<file path="config.mk">
export PLATFORM = sky130hd
export DESIGN_NAME = keypad_and_button_debouncer_top
export DESIGN_NICKNAME = d
export VERILOG_FILES = /design/src/hdl/kbd_pkg.sv /design/src/hdl/kbd_scan.sv /design/src/hdl/kbd_debounce.sv /design/src/hdl/kbd_emit.sv /design/src/hdl/keypad_and_button_debouncer_top.sv
export SDC_FILE = /design/constraint.sdc
export NUM_CORES = 1
export LEC_CHECK = 0
export BUFFER_PORTS_ARGS = -buffer_cell sky130_fd_sc_hd__buf_2
export CORE_MARGIN = 5
export CORE_UTILIZATION = 63
export CTS_CLUSTER_SIZE = 24
export DETAILED_ROUTE_END_ITERATION = 10
export MAX_ROUTING_LAYER = met4
export PLACE_DENSITY = 0.85
export SKIP_LAST_GASP = 1
export SYNTH_ARGS = -nofsm -noshare
export SYNTH_HDL_FRONTEND = slang
export SYNTH_SLANG_ARGS = --single-unit
</file>
<file path="constraint.sdc">
create_clock -name aclk -period 6.3 [get_ports aclk]
set_input_delay 0.315 -clock aclk [delete_from_list [all_inputs] [get_ports aclk]]
set_output_delay 0.315 -clock aclk [all_outputs]
set_load 0.01 [all_outputs]
</file>
<file path="src/hdl/kbd_pkg.sv">
// ----------------------------------------------------------------------------
// kbd_pkg
// Shared types, widths, key maps and register indexes of the keypad and
// button debouncer.
// ----------------------------------------------------------------------------
`default_nettype none

package kbd_pkg;

    // keymap geometry that has input bits and mapped keys
    localparam int MAP_ROWS    = 4;
    localparam int MAP_COLS    = 4;
    localparam int MAP_BUTTONS = 3;
    localparam int MAP_KEYS    = MAP_ROWS * MAP_COLS;

    // parameter defaults
    localparam int KEY_ROWS_DEF     = 4;
    localparam int KEY_COLS_DEF     = 4;
    localparam int BUTTON_COUNT_DEF = 3;

    // field widths
    localparam int MATRIX_W    = 16;
    localparam int BUTTON_W    = 3;
    localparam int TIME_W      = 32;
    localparam int CODE_W      = 5;
    localparam int CHAR_W      = 7;
    localparam int SRC_W       = 2;
    localparam int DEB_W       = 16;
    localparam int CFG_INDEX_W = 4;
    localparam int S_TDATA_W   = 56;
    localparam int M_TDATA_W   = 8;

    localparam logic [DEB_W-1:0] DEBOUNCE_RESET = 16'd20;

    // configuration register indexes
    typedef enum logic [CFG_INDEX_W-1:0] {
        REG_KEYPAD_DEBOUNCE = 4'd0,
        REG_BUTTON_DEBOUNCE = 4'd1
    } cfg_reg_t;

    // keymap rows "123A", "456B", "789C", "*0#D"
    localparam logic [CHAR_W-1:0] KEYPAD_CHARS [MAP_KEYS] = '{
        7'h31, 7'h32, 7'h33, 7'h41,
        7'h34, 7'h35, 7'h36, 7'h42,
        7'h37, 7'h38, 7'h39, 7'h43,
        7'h2A, 7'h30, 7'h23, 7'h44
    };

    // buttons 0..2 map to 'A', '#', '*'
    localparam logic [CHAR_W-1:0] BUTTON_CHARS [MAP_BUTTONS] = '{7'h41, 7'h23, 7'h2A};

    // one registered poll after the keypad scan
    typedef struct packed {
        logic [CODE_W-1:0]   code;
        logic [BUTTON_W-1:0] pressed;
        logic [TIME_W-1:0]   now;
    } poll_t;

    // events of one poll: bit 0 keypad, bit i+1 button i
    typedef struct packed {
        logic [MAP_BUTTONS:0] mask;
        logic [CHAR_W-1:0]    key_char;
    } evt_t;

endpackage

`default_nettype wire

</file>
<file path="src/hdl/kbd_scan.sv">
// ----------------------------------------------------------------------------
// kbd_scan
// Input register: takes a poll and stores the single-key code of the keypad
// matrix together with the button press bits and the timestamp.
// ----------------------------------------------------------------------------
`default_nettype none

module kbd_scan #(
    parameter int KEY_ROWS = kbd_pkg::KEY_ROWS_DEF,
    parameter int KEY_COLS = kbd_pkg::KEY_COLS_DEF
) (
    input  wire logic                         aclk,
    input  wire logic                         aresetn,
    input  wire logic                         s_tvalid,
    output logic                              s_tready,
    input  wire logic [kbd_pkg::S_TDATA_W-1:0] s_tdata,
    output logic                              poll_valid,
    input  wire logic                         poll_ready,
    output kbd_pkg::poll_t                    poll
);
    import kbd_pkg::*;

    localparam int ROWS = (KEY_ROWS < MAP_ROWS) ? KEY_ROWS : MAP_ROWS;
    localparam int COLS = (KEY_COLS < MAP_COLS) ? KEY_COLS : MAP_COLS;

    logic [MATRIX_W-1:0] levels;
    logic [MATRIX_W-1:0] hit;
    logic                one_hot;
    logic [CODE_W-1:0]   code_or;
    poll_t               poll_next;
    logic                valid_reg;
    poll_t               poll_reg;

    // key scan: pressed positions, exactly one of them gives its code
    always_comb begin
        levels  = s_tdata[MATRIX_W-1:0];
        hit     = '0;
        code_or = '0;
        for (int r = 0; r < MAP_ROWS; r++) begin
            for (int c = 0; c < MAP_COLS; c++) begin
                if (r < ROWS && c < COLS) begin
                    hit[r*MAP_COLS+c] = ~levels[r*MAP_COLS+c];
                end
            end
        end
        for (int p = 0; p < MAP_KEYS; p++) begin
            if (hit[p]) begin
                code_or = code_or | CODE_W'(p + 1);
            end
        end
        one_hot = (hit != '0) && ((hit & (hit - MATRIX_W'(1))) == '0);
        poll_next.code    = one_hot ? code_or : '0;
        poll_next.pressed = ~s_tdata[MATRIX_W +: BUTTON_W];
        poll_next.now     = s_tdata[MATRIX_W+BUTTON_W +: TIME_W];
    end

    assign s_tready   = !valid_reg || poll_ready;
    assign poll_valid = valid_reg;
    assign poll       = poll_reg;

    // input register
    always_ff @(posedge aclk) begin
        if (!aresetn) begin
            valid_reg <= 1'b0;
        end else if (s_tready) begin
            valid_reg <= s_tvalid;
        end
    end

    always_ff @(posedge aclk) begin
        if (s_tvalid && s_tready) begin
            poll_reg <= poll_next;
        end
    end

endmodule

`default_nettype wire

</file>
<file path="src/hdl/kbd_debounce.sv">
// ----------------------------------------------------------------------------
// kbd_debounce
// Debounce state of the keypad and the buttons; builds the event set of the
// poll in the input register and updates the state when the poll moves on.
// ----------------------------------------------------------------------------
`default_nettype none

module kbd_debounce #(
    parameter int BUTTON_COUNT = kbd_pkg::BUTTON_COUNT_DEF
) (
    input  wire logic                     aclk,
    input  wire logic                     aresetn,
    input  wire logic                     poll_valid,
    output logic                          poll_ready,
    input  wire kbd_pkg::poll_t           poll,
    input  wire logic [kbd_pkg::DEB_W-1:0] keypad_hold_ms,
    input  wire logic [kbd_pkg::DEB_W-1:0] button_hold_ms,
    output logic                          evt_valid,
    input  wire logic                     evt_ready,
    output kbd_pkg::evt_t                 evt
);
    import kbd_pkg::*;

    localparam int NB = (BUTTON_COUNT < MAP_BUTTONS) ? BUTTON_COUNT : MAP_BUTTONS;
    localparam int KEY_IDX_W = $clog2(MAP_KEYS);

    logic [CODE_W-1:0]    k_sample_reg, k_stable_reg, k_stable_next;
    logic [TIME_W-1:0]    k_edge_reg, k_edge_next;
    logic [KEY_IDX_W-1:0] k_index;
    logic                 k_fire;
    logic                 b_sample_reg [NB];
    logic                 b_sample_next [NB];
    logic                 b_stable_reg [NB];
    logic                 b_stable_next [NB];
    logic [TIME_W-1:0]    b_edge_reg [NB];
    logic [TIME_W-1:0]    b_edge_next [NB];
    logic                 b_fire [NB];
    logic                 advance;

    // keypad debouncer
    always_comb begin
        k_edge_next   = (poll.code != k_sample_reg) ? poll.now : k_edge_reg;
        k_fire        = ((poll.now - k_edge_next) >= TIME_W'(keypad_hold_ms))
                        && (k_stable_reg != poll.code);
        k_stable_next = k_fire ? poll.code : k_stable_reg;
        k_index       = KEY_IDX_W'(poll.code - CODE_W'(1));
    end

    // button debouncers
    always_comb begin
        for (int i = 0; i < NB; i++) begin
            b_sample_next[i] = poll.pressed[i];
            b_edge_next[i]   = (poll.pressed[i] != b_sample_reg[i]) ? poll.now
                                                                   : b_edge_reg[i];
            b_fire[i]        = ((poll.now - b_edge_next[i]) >= TIME_W'(button_hold_ms))
                               && (b_stable_reg[i] != poll.pressed[i]);
            b_stable_next[i] = b_fire[i] ? poll.pressed[i] : b_stable_reg[i];
        end
    end

    // event set: new key press, then buttons going pressed
    always_comb begin
        evt.mask     = '0;
        evt.mask[0]  = k_fire && (poll.code != '0);
        evt.key_char = KEYPAD_CHARS[k_index];
        for (int i = 0; i < NB; i++) begin
            evt.mask[i+1] = b_fire[i] && poll.pressed[i];
        end
    end

    assign advance    = poll_valid && evt_ready;
    assign poll_ready = evt_ready;
    assign evt_valid  = poll_valid && (evt.mask != '0);

    // state update when the poll leaves the input register
    always_ff @(posedge aclk) begin
        if (!aresetn) begin
            k_sample_reg <= '0;
            k_stable_reg <= '0;
            k_edge_reg   <= '0;
            for (int i = 0; i < NB; i++) begin
                b_sample_reg[i] <= 1'b0;
                b_stable_reg[i] <= 1'b0;
                b_edge_reg[i]   <= '0;
            end
        end else if (advance) begin
            k_sample_reg <= poll.code;
            k_stable_reg <= k_stable_next;
            k_edge_reg   <= k_edge_next;
            for (int i = 0; i < NB; i++) begin
                b_sample_reg[i] <= b_sample_next[i];
                b_stable_reg[i] <= b_stable_next[i];
                b_edge_reg[i]   <= b_edge_next[i];
            end
        end
    end

endmodule

`default_nettype wire

</file>
<file path="src/hdl/kbd_emit.sv">
// ----------------------------------------------------------------------------
// kbd_emit
// Event register: holds the events of one poll and sends them one per
// transfer, keypad first, then buttons in order, tlast on the final one.
// ----------------------------------------------------------------------------
`default_nettype none

module kbd_emit (
    input  wire logic                          aclk,
    input  wire logic                          aresetn,
    input  wire logic                          evt_valid,
    output logic                               evt_ready,
    input  wire kbd_pkg::evt_t                 evt,
    output logic                               m_tvalid,
    input  wire logic                          m_tready,
    output logic [kbd_pkg::M_TDATA_W-1:0]      m_tdata,  // key_char[6:0], pad
    output logic [kbd_pkg::SRC_W-1:0]          m_tuser,  // from_button[1:0]
    output logic                               m_tlast   // last_event
);
    import kbd_pkg::*;

    logic [MAP_BUTTONS:0] mask_reg, mask_next;
    logic [MAP_BUTTONS:0] sel, rest;
    logic [CHAR_W-1:0]    char_reg;
    logic [CHAR_W-1:0]    ch;
    logic [SRC_W-1:0]     src;

    // lowest pending event
    always_comb begin
        sel  = mask_reg & (~mask_reg + 1'b1);
        rest = mask_reg & ~sel;
        src  = '0;
        ch   = char_reg;
        for (int i = 1; i <= MAP_BUTTONS; i++) begin
            if (sel[i]) begin
                src = SRC_W'(i);
                ch  = BUTTON_CHARS[i-1];
            end
        end
    end

    assign m_tvalid  = (mask_reg != '0);
    assign m_tdata   = M_TDATA_W'(ch);
    assign m_tuser   = src;
    assign m_tlast   = (rest == '0);
    assign evt_ready = !m_tvalid || (m_tready && m_tlast);

    always_comb begin
        mask_next = mask_reg;
        if (evt_ready) begin
            mask_next = evt_valid ? evt.mask : '0;
        end else if (m_tready) begin
            mask_next = rest;
        end
    end

    always_ff @(posedge aclk) begin
        if (!aresetn) begin
            mask_reg <= '0;
        end else begin
            mask_reg <= mask_next;
        end
    end

    always_ff @(posedge aclk) begin
        if (evt_valid && evt_ready) begin
            char_reg <= evt.key_char;
        end
    end

endmodule

`default_nettype wire

</file>
<file path="src/hdl/keypad_and_button_debouncer_top.sv">
// ----------------------------------------------------------------------------
// keypad_and_button_debouncer_top
// Debounced 4x4 matrix keypad and three buttons, emitting ASCII key events.
// ----------------------------------------------------------------------------
// A poll is taken whenever the event register can take its events; a poll
// that yields k events (0 to 4) keeps the input waiting until the event
// register has sent them, since it sends one event per transfer.
// With an idle output, polls that yield at most one event stream at one per
// cycle. The keypad counts only when exactly one key is down; key and
// button releases emit nothing. Debounce times are written over the cfg
// port (index 0 keypad, index 1 buttons, reset 20 ms); the user must write
// them only while the block is idle, which the block does not enforce. Other indexes are ignored.
`default_nettype none

module keypad_and_button_debouncer_top #(
    parameter int KEY_ROWS     = kbd_pkg::KEY_ROWS_DEF,
    parameter int KEY_COLS     = kbd_pkg::KEY_COLS_DEF,
    parameter int BUTTON_COUNT = kbd_pkg::BUTTON_COUNT_DEF
) (
    input  wire logic                            aclk,
    input  wire logic                            aresetn,
    // configuration writes
    input  wire logic                            cfg_valid,
    output logic                                 cfg_ready,
    input  wire logic [kbd_pkg::CFG_INDEX_W-1:0] cfg_index,
    input  wire logic [kbd_pkg::DEB_W-1:0]       cfg_data,
    // polls
    input  wire logic                            s_tvalid,
    output logic                                 s_tready,
    // matrix_levels[15:0], button_levels[18:16], time_ms[50:19], pad
    input  wire logic [kbd_pkg::S_TDATA_W-1:0]   s_tdata,
    // events
    output logic                                 m_tvalid,
    input  wire logic                            m_tready,
    output logic [kbd_pkg::M_TDATA_W-1:0]        m_tdata,  // key_char[6:0], pad
    output logic [kbd_pkg::SRC_W-1:0]            m_tuser,  // from_button[1:0]
    output logic                                 m_tlast   // last_event
);
    import kbd_pkg::*;

    logic [DEB_W-1:0] keypad_deb_reg;
    logic [DEB_W-1:0] button_deb_reg;
    logic             poll_valid, poll_ready;
    poll_t            poll;
    logic             evt_valid, evt_ready;
    evt_t             evt;

    // configuration registers
    assign cfg_ready = 1'b1;

    always_ff @(posedge aclk) begin
        if (!aresetn) begin
            keypad_deb_reg <= DEBOUNCE_RESET;
            button_deb_reg <= DEBOUNCE_RESET;
        end else if (cfg_valid && cfg_ready) begin
            if (cfg_index == REG_KEYPAD_DEBOUNCE) begin
                keypad_deb_reg <= cfg_data;
            end
            if (cfg_index == REG_BUTTON_DEBOUNCE) begin
                button_deb_reg <= cfg_data;
            end
        end
    end

    kbd_scan #(
        .KEY_ROWS (KEY_ROWS),
        .KEY_COLS (KEY_COLS)
    ) u_scan (
        .aclk       (aclk),
        .aresetn    (aresetn),
        .s_tvalid   (s_tvalid),
        .s_tready   (s_tready),
        .s_tdata    (s_tdata),
        .poll_valid (poll_valid),
        .poll_ready (poll_ready),
        .poll       (poll)
    );

    kbd_debounce #(
        .BUTTON_COUNT (BUTTON_COUNT)
    ) u_debounce (
        .aclk           (aclk),
        .aresetn        (aresetn),
        .poll_valid     (poll_valid),
        .poll_ready     (poll_ready),
        .poll           (poll),
        .keypad_hold_ms (keypad_deb_reg),
        .button_hold_ms (button_deb_reg),
        .evt_valid      (evt_valid),
        .evt_ready      (evt_ready),
        .evt            (evt)
    );

    kbd_emit u_emit (
        .aclk      (aclk),
        .aresetn   (aresetn),
        .evt_valid (evt_valid),
        .evt_ready (evt_ready),
        .evt       (evt),
        .m_tvalid  (m_tvalid),
        .m_tready  (m_tready),
        .m_tdata   (m_tdata),
        .m_tuser   (m_tuser),
        .m_tlast   (m_tlast)
    );

`ifndef SYNTH
    // remaining events of a poll follow without a gap
    a_burst_continues: assert property (@(posedge aclk) disable iff (!aresetn)
        (m_tvalid && m_tready && !m_tlast) |=> m_tvalid)
        else $error("event burst broken before tlast");

    // events of one poll come in source order
    a_source_order: assert property (@(posedge aclk) disable iff (!aresetn)
        (m_tvalid && m_tready && !m_tlast) |=> (m_tuser > $past(m_tuser)))
        else $error("events of a poll out of order");

    // input stalls only behind a pending event
    a_stall_cause: assert property (@(posedge aclk) disable iff (!aresetn)
        !s_tready |-> m_tvalid)
        else $error("input stalled with no event pending");
`endif

endmodule

`default_nettype wire
</file>
==> results of run 1 <==
-- cells by family after synthesis --
| group | after synthesis | synth area share, % |
|---|---|---|
| other | 2 | 0.0397 |
| AOI/OAI and AO/OA | 626 | 21.8 |
| buffers and inverters | 172 | 3.63 |
| muxes | 116 | 6.17 |
| and+or+nand+nor | 752 | 19.2 |
| DFF | 228 | 32.0 |
| adders and majority gates | 185 | 12.3 |
| xor gates and xnor gates | 102 | 4.84 |
-- synthesized netlist by cell type, types with 12 or more instances --
cell,instances
nor2b_1,30
a21oi_1,214
a21o_1,45
a31oi_1,24
mux2i_1,112
edfxtp_1,149
o21a_1,24
dfxtp_1,79
o21bai_1,17
o21ai_0,98
nand4_1,37
clkbuf_1,72
xnor2_1,58
o211ai_1,24
a21boi_0,12
nor2_1,231
nand2b_1,42
and3_1,24
ha_1,178
a211oi_1,40
nand2_1,215
nor4_1,17
and2_1,22
inv_1,81
xor2_1,41
nand3_1,36
nor3_1,37
-- final cells by class --
cell class                 count  area (µm²)  area share [%]
clock inverter                15         149           0.703
clock buffer                  35         747            3.53
tap                          390         488            2.30
inverter                      83         312            1.47
multi-input combinational   1783       12300            58.2
sequential                   228        6060            28.6
timing repair buffer         162        1110            5.22
-- stage by stage --
stage	setup slack [ps]	hold slack, ps	area (µm²)	power [mW]
6_report	333	22.8	21200	5.67
5_1_grt	-50.5	20.8	21200	5.99
4_1_cts	28.9	4.31	21100	5.63
3_5_place_dp	-15.2	449	19800	4.00
3_3_place_gp	150	444	19800	3.94
2_1_floorplan	552	414	18900	3.44
-- worst register-to-register path, delay by kind of cell, from the launching register on --
| family | cells | cell delay, ps |
|---|---|---|
| compound gates | 8 | 1460 |
| flops | 1 | 470 |
| simple gates | 12 | 1990 |
| xor+xnor | 2 | 380 |
| buf+inv | 3 | 490 |
| fa+ha+maj | 3 | 910 |
-- worst max-delay path by stage --
stage                                   end  slack, ps
6_report       u_emit.char_reg[1]$_DFFE_PP_        330
5_1_grt        u_emit.char_reg[1]$_DFFE_PP_        -50
4_1_cts        u_emit.char_reg[1]$_DFFE_PP_         30
3_5_place_dp   u_emit.char_reg[1]$_DFFE_PP_        -20
3_3_place_gp   u_emit.char_reg[2]$_DFFE_PP_        150
2_1_floorplan  u_emit.char_reg[0]$_DFFE_PP_        550
-- metal layers --
metal / vias to the layer above / wire, µm / global-route usage, %
met1: 8260 / 24100 / 43.4
met3: 154 / 3920 / 4.54
met4: 0 / 2120 / 10.3
met5: - / 0 / -
li1: 8325 / - / -
met2: 713 / 24800 / 50.9
-- power by group --
part | internal, mW | switching (mW) | total [mW] | leakage [nW]
logic | 0.924 | 1.35 | 2.27 | 6.07
clock network | 0.924 | 0.675 | 1.60 | 0.427
registers | 1.71 | 0.0887 | 1.80 | 2.19
total | 3.56 | 2.11 | 5.67 | 8.69
-- what timing repair did --
action | CTS | global route
setup endpoints to repair | 7 | 14
hold endpoints to repair | 42 | 0
pin swaps | 0 | 1
setup buffers | 0 | 2
gates resized for setup | 1 | 14
hold buffers | 38 | 0
==> flow_summary.json, run 1 <==
{
  "critical_path_depth": 28,
  "maxCapViolCount": 0,
  "hold_end": "button_deb_reg[12]$_SDFFE_PN0P_",
  "wire_per_inst_um": 20.4,
  "setup_viol": 0,
  "cts.path.max_buffers": 3,
  "ant_nets": 0,
  "arrival_ps": 6240,
  "syn_to_final_growth_pct": 12.0,
  "synth_edf_count": 149,
  "clk_pin_slew_ps": 70,
  "cts-buffers-inserted": 27,
  "grt_pass1_vias": 16200,
  "ys.flop_type": "edfxtp_1",
  "critPathSlowestCell": "edfxtp_1",
  "n_fill_cell": 2289,
  "synth_area_per_cell_um2": 8.66,
  "first_pass_iters": 6,
  "htree_levels": 1,
  "async_reset_ff_share_pct": 0,
  "worstReg2RegStart": "u_scan.poll[32]$_DFFE_PP_",
  "stdcell_count": 2696,
  "ys_seq_elements": 228,
  "synth_top_area_share_pct": 23.7,
  "insertion_delay_ps": 560,
  "layout_commonest_cell": "nor2_1",
  "ioPinCount": 95,
  "crit_path_start": "u_scan.poll[32]$_DFFE_PP_",
  "drc": 0,
  "io_buffers": 87,
  "syn_inst": 2183,
  "routed_via_density": 6.47,
  "critical_path_required_ps": 6570,
  "yosysUniqueCellTypes": 100,
  "r2r_end": "u_emit.char_reg[1]$_DFFE_PP_",
  "whs_path_depth": 3,
  "fmax_ghz": 0.168,
  "track_usage_pct": 32.3,
  "core_um2": 29600,
  "crit_type": "reg2reg",
  "fp-row-count": 63,
  "num_antenna_cells": 0,
  "largest_reg_flops": 96,
  "slew_violations": 0,
  "dp_hpwl_mm": 40.6,
  "dp_cells": 2606,
  "finish.utilization_pct": 71.4,
  "drt_iter0_markers": 1532,
  "status": "finished clean",
  "finalCritPeriodShare_pct": 94.7,
  "hold_start": "cfg_data[12]",
  "gp_congestion": 0.994,
  "die_h_um": 183,
  "grt_pass1_wl_mm": 85.7,
  "crit_path_end_kind": "flop",
  "min-delay-path-class": "in2reg",
  "seq_area_frac_synth_pct": 32.0,
  "die_width_um": 183,
  "worstRegToRegCells": 28,
  "grt_max_degree": 96,
  "power.density_nw_per_um2": 268,
  "syn_nets": 2445,
  "cp_max_fo": 12,
  "nNetsFinal": 2547,
  "hold_viol_final": 0,
  "vdd_drop_max_mv": 0.233,
  "slew_headroom_pct": 25.4,
  "die_area_um2": 33600,
  "syn-cell-area_um2": 18900,
  "mostFrequentLayoutCells": "nor2_1, a21oi_1, nand2_1",
  "fin_crit_ps": 5970,
  "antenna_found_initial": 0,
  "finClkSkew_ps": 27.8,
  "start_util_pct": 63.8,
  "synthTopCellsByArea": "edfxtp_1, ha_1, dfxtp_1, mux2i_1, a21oi_1",
  "yosysTopAreaCell": "edfxtp_1",
  "crit_path_start_kind": "flop",
  "cp_slowest_stage_delay_ps": 470,
  "r2r_slack_ps": 330,
  "drive_above_1_share_pct": 9.67,
  "tightest_slew_ps": 1120,
  "setup_tns_ps": 0,
  "num_vias": 17500,
  "path_buf_inv": 3,
  "wirelength_mm": 55.0,
  "ys.warnings.count": 0,
  "cts.sinks": 228,
  "gr-total-overflow": 0,
  "cts-root-buf": "clkbuf_16",
  "cts_tree": "yes",
  "path_delay_family": "simple AND/OR/NAND/NOR gates",
  "p_leak_nw": 8.69
}
Power figures use the tool's default switching activity.
==> run 2, diff against run 1 <==
CORE_ASPECT_RATIO = 0.9   (was not set)
CORE_UTILIZATION = 57   (was 63)
MAX_ROUTING_LAYER = not set   (was met4)
PLACE_DENSITY = 0.81   (was 0.85)
clock period = 5.25 ns   (was 6.3 ns; I/O delays follow)
==> flow_summary.json, run 2 (same netlist as run 1, synthesis figures left out) <==
{
  "worst_slack_ps": -91.6,
  "cp_max_fo": 8,
  "worstReg2RegStart": "u_scan.poll[37]$_SDFFCE_PN0P_",
  "r2r_end": "u_emit.char_reg[4]$_DFFE_PP_",
  "ioPinCount": 95,
  "layout_commonest_cell": "nor2_1",
  "fin_crit_ps": 5340,
  "finClkSkew_ps": 9.24,
  "grt_max_degree": 86,
  "wirelength_mm": 59.0,
  "drt_iter0_markers": 1488,
  "first_pass_iters": 6,
  "dp_hpwl_mm": 43.0,
  "start_util_pct": 57.5,
  "status": "complete, but fails checks",
  "tightest_slew_ps": 1070,
  "largest_reg_flops": 96,
  "vdd_drop_max_mv": 0.303,
  "setup_tns_ps": -914,
  "crit_type": "reg2reg",
  "num_vias": 18000,
  "track_usage_pct": 30.4,
  "syn_to_final_growth_pct": 22.4,
  "violations": "negative setup slack",
  "drc": 0,
  "crit_path_start": "u_scan.poll[37]$_SDFFCE_PN0P_",
  "min-delay-path-class": "in2reg",
  "p_leak_nw": 9.62,
  "setup_viol": 13,
  "p_total_mw": 7.23,
  "maxCapViolCount": 0,
  "crit_path_start_kind": "flop",
  "arrival_ps": 5650,
  "mostFrequentLayoutCells": "nor2_1, nand2_1, a21oi_1",
  "finish.utilization_pct": 70.4,
  "pre_cts_ws_ps": -443,
  "cts-buffers-inserted": 27,
  "worstRegToRegCells": 18,
  "clk_pin_slew_ps": 60,
  "cts.path.max_buffers": 3,
  "critical_path_required_ps": 5550,
  "die_width_um": 202,
  "cts-root-buf": "clkbuf_16",
  "cts_tree": "yes",
  "gp_congestion": 0.974,
  "routed_via_density": 6.19,
  "fmax_ghz": 0.187,
  "timing.hold.ws_ps": 22.7,
  "htree_levels": 1,
  "insertion_delay_ps": 560,
  "finalCritPeriodShare_pct": 102,
  "cp-endpoint": "u_emit.char_reg[4]$_DFFE_PP_",
  "drive_above_1_share_pct": 19.0,
  "core_um2": 32900,
  "nNetsFinal": 2730,
  "crit_path_end_kind": "flop",
  "grt_pass1_vias": 17000,
  "grt_pass1_wl_mm": 91.3,
  "gr-total-overflow": 0,
  "slew_violations": 0,
  "cts.sinks": 228,
  "die_h_um": 183,
  "rsz0062_at_grt": "true",
  "antenna_found_initial": 0,
  "ant_nets": 0,
  "wire_per_inst_um": 20.3,
  "power.density_nw_per_um2": 312,
  "io_buffers": 87,
  "num_antenna_cells": 0,
  "die_area_um2": 36900,
  "fp-row-count": 63,
  "hold_viol_final": 0,
  "slew_headroom_pct": 29.0,
  "r2r_slack_ps": -90
}
==> run 2: changes by cell type in the layout (fill, tap and decap cells not counted), sizes merged, moves of 3 or more <==
cell,previous run,this run
dlygate4sd3,38,50
clkinv,6,9
buf,124,294
clkbuf,35,39
clkinvlp,4,1
==> run 2: timing repair <==
action                                 4_1_cts  5_1_grt
hold buffers                                50        0
endpoints found under the hold margin       66        0
gates resized for setup                     42       85
setup endpoints to repair                   16       19
cloned                                       0        2
pin swaps                                   31       65
setup buffers                               10       20
==> run 2: per-stage QoR <==
| step | cell area (µm²) | std cells |
|---|---|---|
| 6_report | 23100 | 2910 |
| 5_1_grt | 23100 | 2910 |
| 4_1_cts | 22600 | 2890 |
| 3_5_place_dp | 21000 | 2781 |
| 3_3_place_gp | 21000 | 2781 |
| 2_1_floorplan | 19000 | 2183 |
==> run 2: worst min path at each step <==
stage	from	endpoint	cells after the start
CTS	m_tready	u_emit.mask_reg[2]$_SDFFE_PN0P_	4
global placement	s_tdata[50]	u_scan.poll[31]$_DFFE_PP_	1
finish	s_tdata[15]	u_scan.poll[39]$_SDFFCE_PN0P_	2
detailed placement	s_tdata[39]	u_scan.poll[20]$_DFFE_PP_	1
global route	s_tdata[15]	u_scan.poll[39]$_SDFFCE_PN0P_	2
floorplan	s_tdata[19]	u_scan.poll[0]$_DFFE_PP_	0
==> run 2: worst max-delay path: stages, from the launching register on <==
cell,delay [ps]
edfxtp_1,430
xor2_2,180
buf_4,140
nor2_1,370
nand2_1,290
buf_4,260
mux2i_1,150
ha_1,420
and4_1,270
nand3_1,90
a2111oi_0,630
o21ai_1,180
a21oi_1,250
o41ai_1,150
a2111oi_4,320
nand4_2,180
nor4b_4,390
o311a_1,270
nand2_4,100
==> run 2: cell type report <==
type	instances	area, µm²
Timing Repair Buffer	345	2580
Tap cell	422	528
Fill cell	2538	9730
Multi-Input combinational cell	1783	12800
Clock buffer	38	821
Inverter	83	314
Sequential cell	228	6060
Clock inverter	11	73.8
==> run 2: routing by layer <==
| metal | vias up | global-route usage [%] | share of wire (%) |
|---|---|---|---|
| met2 | 632 | 47.8 | 44 |
| met3 | 124 | 6.06 | 7.8 |
| met5 | - | 0 | 0 |
| met4 | 0 | 9.54 | 3.3 |
| met1 | 8565 | 42.7 | 45 |
| li1 | 8692 | - | - |
==> run 2: power breakdown <==
part           switching, mW  total, mW  internal (mW)
Sequential             0.101       2.15           2.05
Combinational           1.78       3.18           1.40
Clock                  0.806       1.90           1.09
